## config.mk

```make
export PLATFORM = sky130hd
export DESIGN_NAME = lfu_cell
export DESIGN_NICKNAME = d
export VERILOG_FILES = /design/src/rtl/lfu_pkg.sv /design/src/rtl/lfu_cell.sv
export SDC_FILE = /design/constraint.sdc
export NUM_CORES = 1
export LEC_CHECK = 0
export BUFFER_PORTS_ARGS = -buffer_cell sky130_fd_sc_hd__buf_2
export CORE_MARGIN = 3
export CORE_UTILIZATION = 47
export CTS_BUF_LIST = sky130_fd_sc_hd__clkbuf_4 sky130_fd_sc_hd__clkbuf_8
export CTS_CLUSTER_SIZE = 10
export DETAILED_ROUTE_END_ITERATION = 7
export GPL_TIMING_DRIVEN = 0
export PLACE_DENSITY = 0.78
export SYNTH_ARGS = -nofsm -noshare
export SYNTH_HDL_FRONTEND = slang
export SYNTH_SLANG_ARGS = --single-unit
```

## constraint.sdc

```tcl
create_clock -name clock -period 2.5 [get_ports clock]
set_clock_uncertainty 0.2 [all_clocks]
set_input_delay 0.375 -clock clock [delete_from_list [all_inputs] [get_ports clock]]
set_output_delay 0.375 -clock clock [all_outputs]
set_load 0.005 [all_outputs]
```

## src/rtl/lfu_pkg.sv

```systemverilog
`timescale 1ns / 1ps
package lfu_pkg;

   localparam int MAX_ENTRIES = 16;
   localparam int COUNT_BITS  = 16;
   localparam int KEY_W       = 31;
   localparam int STAMP_W     = 48;
   localparam int CAP_W       = 5;
   localparam int IDX_W       = (MAX_ENTRIES > 1) ? $clog2(MAX_ENTRIES) : 1;
   localparam int OCC_W       = $clog2(MAX_ENTRIES + 1);
   localparam int CMP_W       = (CAP_W > OCC_W) ? CAP_W : OCC_W;
   localparam int REQ_DATA_W  = 64;
   localparam int RSP_DATA_W  = 32;

   localparam logic [CAP_W-1:0] CAP_RESET = CAP_W'(16);

   localparam logic KIND_GET = 1'b0;
   localparam logic KIND_PUT = 1'b1;

   typedef enum logic [1:0] {
      ST_IDLE,
      ST_SCAN,
      ST_COMMIT
   } state_type;

   // running result handed from cell to cell
   typedef struct packed {
      logic                  valid;
      logic                  hit;
      logic [IDX_W-1:0]      hit_idx;
      logic [KEY_W-1:0]      hit_value;
      logic                  free;
      logic [IDX_W-1:0]      free_idx;
      logic                  victim;
      logic [IDX_W-1:0]      victim_idx;
      logic [COUNT_BITS-1:0] victim_count;
      logic [STAMP_W-1:0]    victim_stamp;
   } scan_rec_type;

   // broadcast update, applied by the selected cell
   typedef struct packed {
      logic               fill;
      logic               put;
      logic [KEY_W-1:0]   key;
      logic [KEY_W-1:0]   value;
      logic [STAMP_W-1:0] stamp;
   } upd_cmd_type;

endpackage

```

## src/rtl/lfu_cell.sv

```systemverilog
`timescale 1ns / 1ps
module lfu_cell (
   input  logic                        clock,
   input  logic                        reset,
   input  logic [lfu_pkg::IDX_W-1:0]   cell_index,
   input  logic [lfu_pkg::KEY_W-1:0]   lookup_key,
   input  lfu_pkg::scan_rec_type       rec_in,
   output lfu_pkg::scan_rec_type       rec_out,
   input  logic                        wr_sel,
   input  lfu_pkg::upd_cmd_type        cmd
);

   logic                             valid_ff;
   logic [lfu_pkg::KEY_W-1:0]        key_ff;
   logic [lfu_pkg::KEY_W-1:0]        value_ff;
   logic [lfu_pkg::COUNT_BITS-1:0]   count_ff;
   logic [lfu_pkg::STAMP_W-1:0]      stamp_ff;
   lfu_pkg::scan_rec_type            rec_ff;
   lfu_pkg::scan_rec_type            rec_in_next;
   logic                             older;

   always_comb begin
      rec_in_next = rec_in;
      older = !rec_in.victim
              || (count_ff < rec_in.victim_count)
              || ((count_ff == rec_in.victim_count) && (stamp_ff < rec_in.victim_stamp));
      if (valid_ff) begin
         if (!rec_in.hit && (key_ff == lookup_key)) begin
            rec_in_next.hit       = 1'b1;
            rec_in_next.hit_idx   = cell_index;
            rec_in_next.hit_value = value_ff;
         end
         if (older) begin
            rec_in_next.victim       = 1'b1;
            rec_in_next.victim_idx   = cell_index;
            rec_in_next.victim_count = count_ff;
            rec_in_next.victim_stamp = stamp_ff;
         end
      end else if (!rec_in.free) begin
         rec_in_next.free     = 1'b1;
         rec_in_next.free_idx = cell_index;
      end
   end

   always_ff @(posedge clock) begin
      if (reset) begin
         rec_ff <= '0;
      end else begin
         rec_ff <= rec_in_next;
      end
   end

   always_ff @(posedge clock) begin
      if (reset) begin
         valid_ff <= 1'b0;
      end else if (wr_sel && cmd.fill) begin
         valid_ff <= 1'b1;
      end
   end

   always_ff @(posedge clock) begin
      if (wr_sel) begin
         stamp_ff <= cmd.stamp;
         if (cmd.fill) begin
            key_ff   <= cmd.key;
            value_ff <= cmd.value;
            count_ff <= lfu_pkg::COUNT_BITS'(1);
         end else begin
            if (count_ff != {lfu_pkg::COUNT_BITS{1'b1}}) begin
               count_ff <= count_ff + lfu_pkg::COUNT_BITS'(1);
            end
            if (cmd.put) begin
               value_ff <= cmd.value;
            end
         end
      end
   end

   assign rec_out = rec_ff;

endmodule

```

After elaboration in Yosys (flattened, before gate mapping)
Index checks and enable logic that the tools add are counted.
{"block": "totals", "regBits": 238, "latchBits": 0, "ram_bits": 0, "romBits": 0, "output_inout_bits": 111, "wordCells": 42, "mem_count": 0}
{"block": "classes", "n_addsub": 1, "mul": 0, "div": 0, "order_cmp": 2, "eq_ne": 3, "n_shift": 0, "mux": 9, "n_bitwise": 0, "reduce_logical": 12}
{"operator": "two-way mux 69 bit", "n": 2}
{"operator": "two-way mux 36 bit", "n": 2}
{"operator": "two-way mux 31 bit", "n": 2}
{"operator": "less-than comparator 48 bit", "n": 1}
{"operator": "== test 31 bit", "n": 1}
{"operator": "adder 16 x 1 -> 16 bit (second input constant)", "n": 1}
{"operator": "== test 16 bit", "n": 1}
{"operator": "less-than comparator 16 bit", "n": 1}
{"operator": "two-way mux 16 bit", "n": 1}
{"operator": "inequality test 16 bit (second input constant)", "n": 1}
{"operator": "AND reduction 2 bit", "n": 3}
{"operator": "two-way mux 5 bit", "n": 1}
{"operator": "two-way mux 4 bit", "n": 1}
{"operator": "nonzero test 2 bit", "n": 2}
{"operator": "logical AND 1 bit", "n": 3}
{"operator": "logical NOT 1 bit", "n": 2}
{"operator": "logical OR 1 bit", "n": 2}

Longest topological paths before layout
{"block": "logic_depth", "depth_word": 5, "mapped_depth": 12}

Worst setup path before layout
OpenSTA, ideal clock, no wires.
{"block": "synth_path", "path_kind": "input -> register", "start": "in rec_in[37] in the netlist's numbering", "end": "reg rec_ff, in the netlist rec_out[23]", "setup_time_ps": 72, "arrival_ps": 2438, "t_required_ps": 2228, "path_slack_ps": -209, "cell_stages": 11, "n_path_buf": 3, "path_cell_list": "inv_1 -> ha_1 -> nand4_1 -> or3_1 -> or4_1 -> a31oi_1 -> o31a_1 -> buf_4 -> buf_12 -> buf_12 -> mux2i_1"}
{"block": "synth_via", "elab_chain_cells": 5}
{"element": "start, declared", "line_no": "lfu_cell.sv:7", "text": "input lfu_pkg::scan_rec_type rec_in,"}
{"element": "less-than comparator 48 bit", "line_no": "lfu_cell.sv:26", "text": "|| ((count_ff == rec_in.victim_count) && (stamp_ff < rec_in.victim_stamp));"}
{"element": "logical AND 1 bit", "line_no": "lfu_cell.sv:26"}
{"element": "logical OR 1 bit", "line_no": "lfu_cell.sv:26"}
{"element": "two-way mux 69 bit", "line_no": "lfu_cell.sv:33", "text": "if (older) begin"}
{"element": "two-way mux 69 bit", "line_no": "lfu_cell.sv:27", "text": "if (valid_ff) begin"}
{"element": "end signal, assigned", "line_no": "lfu_cell.sv:49", "text": "rec_ff <= rec_in_next;"}
{"element": "end, declared", "line_no": "lfu_cell.sv:18", "text": "lfu_pkg::scan_rec_type rec_ff;"}
No other way between the ends.
A chain may end at the register's enable or synchronous reset.

Final worst setup path
{"block": "layout_path", "start": "reg stamp_ff[31] in the netlist's numbering", "end": "reg rec_ff, in the netlist rec_out[21]"}
{"block": "layout_via", "elab_chain_cells": 5}
{"element": "start, declared", "line_no": "lfu_cell.sv:17", "text": "logic [lfu_pkg::STAMP_W-1:0] stamp_ff;"}
{"element": "start signal, assigned", "line_no": "lfu_cell.sv:63", "text": "stamp_ff <= cmd.stamp;"}
{"element": "less-than comparator 48 bit", "line_no": "lfu_cell.sv:26"}
{"element": "logical AND 1 bit", "line_no": "lfu_cell.sv:26"}
{"element": "logical OR 1 bit", "line_no": "lfu_cell.sv:26"}
{"element": "two-way mux 69 bit", "line_no": "lfu_cell.sv:33"}
{"element": "two-way mux 69 bit", "line_no": "lfu_cell.sv:27"}
No other way between the ends.

==> impl_metrics.yaml <==
run_status:
  status: "finished, violations left"
  violations: "negative setup slack"
finish:
  stdcell_area_um2: 16400
  areaGrowthSynthToFinish_pct: 54.9
  nNetsFinal: 1875
  drive_gt1_frac: 0.313
global_route:
  grt_max_degree: 52
  use_met2: 0.535
  met1_usage: 0.323
  grt.overflow.total: 0
  use_met3: 0.0760
  grt.total_usage: 0.300
  busiest_layer: "met2"
  first_global_vias: 10500
  grt_first_pass_wirelength_mm: 56.6
  antenna_found_initial: 4
worst_setup_path:
  r2r_slack_ps: -590
  worstPathRequired_ps: 2740
  crit_path_max_incr_delay_ps: 470
  r2r_end: "rec_out[21]"
  cpMaxStageDelayCell: "edfxtp_1"
  path_delay_family: "simple AND/OR/NAND/NOR gates"
  cp.buffers_inverters: 3
  crit_chain: "ha_4 -> nand4_1 -> or3_1 -> or4_4 -> a31oi_4 -> o31a_1 -> buf_6 -> buf_4 -> buf_12 -> mux2i_2"
  endpoint_kind: "register"
  crit_arrival_ps: 3330
  reg2reg_from: "stamp_ff[31]"
  worstPathMaxFanout: 7
  critPathKind: "register to register"
  crit_path_start_kind: "register"
  r2r_cells: 10
die:
  initial_core_util: 0.482
  dieArea_um2: 24400
  ios: 372
  core_um2: 22000
  die_h_um: 156
  die_w_um: 156
  fp-row-count: 54
drt:
  vias_per_cell: 5.29
  drcViolationCount: 0
  drtIter0Drc: 678
  vias: 9852
  drt_first_pass_iters: 5
  wl_per_cell_um: 20.7
  routed_wl_mm: 38.6
  postRouteAntennaNets: 0
sta:
  tns_ps: -35860
  drv_slew: 0
  worst_slew_pin_slew_ps: 1360
  period_minus_slack_ps: 3090
  timing.final.ws_setup_ps: -595
  hold_ws_ps: 126
  max_freq_mhz: 323
  hold_violations: 0
  setup_viol: 68
  relSlewSlack: 0.0951
  rsz0062_at_grt: "true"
  post-route-period-util: 1.24
yosys:
  post-synth-top-count-cell: "nand2b_1"
  postSynthAreaPerCell_um2: 11.9
  yosys-top-cells-area: "edfxtp_1, dfxtp_1, mux2i_1, nand2b_1, ha_1"
  synth_area_um2: 10600
  synth_top_cell_by_area: "edfxtp_1"
  ys_seq_area_frac: 0.569
  syn_nets: 1215
  ys_types: 41
  synth_common_cells: "nand2b_1, edfxtp_1, dfxtp_1"
  yosysWarnings: 0
  ys_async_sr_fraction: 0
  syn_inst: 890
  synth_top_area_share: 0.357
  synth-edff-count: 126
  dominantRegCellSynth: "edfxtp_1"
  synth-seq-cells: 238
worst_hold_path:
  hold_start: "lookup_key[25]"
  holdCritPathClass: "input port to register"
  hold-path-endpoint: "rec_out[109]"
  holdPathStages: 6
power_and_ir_drop:
  leakagePower_nw: 7.88
  ir_worst_vdd_mv: 0.620
  power_density_nw_per_um2: 613
  p_total_w: 0.0101
clock_tree:
  cts_tree: "done"
  clock_sinks: 238
  clk_latency_ps: 550
  clk_path_buf_depth: 3
  cts_buffers: 41
  cts_root_buffer: "clkbuf_8"
  h-tree-depth: 2
  clk_pin_slew_ps: 60
placement:
  io_buffers: 369
  hpwl_mm: 22.2
  dpl_cell_area_um2: 12800
  place_congestion: 0.888
  dp_slack_ps: -885
flow_run:
  cap_viol_max_count: 0
==> worst max path at each step <==
stage | startpoint | to | depth (start not counted)
after global routing | stamp_ff[31] | rec_out[31] | 10
after floorplan | stamp_ff[35] | rec_out[23] | 10
final | stamp_ff[31] | rec_out[21] | 10
after global placement | rec_in[47] | rec_out[63] | 11
after CTS | stamp_ff[47] | rec_out[32] | 10
after detailed placement | rec_in[47] | rec_out[63] | 11
==> registers in the layout, indices dropped and copies added (netlist names) <==
register / cells
stamp_ff: 48
value_ff: 31
count_ff: 16
key_ff: 31
valid_ff: 1
rec_out: 111
==> report_power, final <==
| part | internal (W) | leakage [nW] | switching [W] |
|---|---|---|---|
| clock network | 0.00215 | 0.454 | 0.00174 |
| registers | 0.00443 | 2.15 | 0.000148 |
| logic | 0.000868 | 5.27 | 0.000724 |
| total | 0.00745 | 7.88 | 0.00261 |
==> through the flow <==
| step | instances | utilization |
|---|---|---|
| 2_1_floorplan | 890 | - |
| 6_report | 1864 | 0.747 |
| 5_1_grt | 1864 | 0.747 |
| 4_1_cts | 1849 | 0.733 |
| 3_5_place_dp | 1539 | 0.584 |
| 3_3_place_gp | 1539 | 0.584 |
==> routing by layer <==
layer	wire length, um	part of all wire
met1	13400	0.35
met2	19400	0.50
met3	3320	0.086
met4	2420	0.063
met5	38	0.00098
==> cell type report <==
cell class	instances	area, um^2
diodes	1	2.50
well taps	280	350
fillers	1331	5560
clock inverters	25	220
repair buffers	617	4340
inverters	68	255
flip-flops and latches	238	6030
plain buffers	35	263
multi-input cells	549	4290
clock buffers	51	652
==> repair_timing <==
action	in CTS	in global routing
resized for setup	13	40
hold endpoints to repair	221	0
endpoints found under the setup margin	162	121
cloned	0	3
hold buffers	226	0
setup buffers	8	11
pin swaps	2	2
==> tightest hold or removal path, stage by stage <==
cell	delay [ps]
buf_2	80
xnor2_1	70
nand4_1	110
nor4_4	70
nand2_1	50
a21oi_1	50
==> layout by cell type (no fill, tap or decap), types with 3 or more instances in the layout <==
cell type      count
mux2i_2           11
clkinv_1          12
clkbuf_8          43
mux2i_4            3
a21oi_1           35
bufinv_16          4
edfxtp_1         126
xor2_1             5
nand4_1           22
buf_4             19
inv_1             68
clkbuf_1          20
nor2b_1            6
buf_2            373
a21o_1             7
and3_1             4
dlygate4sd3_1    226
nand2_1           17
o211ai_1           3
o21ai_0           14
ha_4               5
nor2_1            55
nand2b_1         137
dfxtp_1          112
or3_1              5
mux2i_1           89
clkinv_2           6
buf_12             8
clkbuf_4           8
xnor2_1           36
ha_1              59
clkbuf_16          3
nand3_1           15
==> cells by family (layout without fill, tap and decap cells) <==
group	Yosys count	after routing	synth area share
other	0	1	0
AO/OA/AOI/OAI	72	72	0.0404
multiplexers	103	103	0.0974
AND/OR/NAND/NOR	269	269	0.140
flip-flops	238	238	0.569
adder cells (fa/ha/maj)	64	64	0.0756
XOR/XNOR	41	41	0.0339
buffers and inverters	103	796	0.0431
Note: power is estimated with default switching activity, not from simulation.
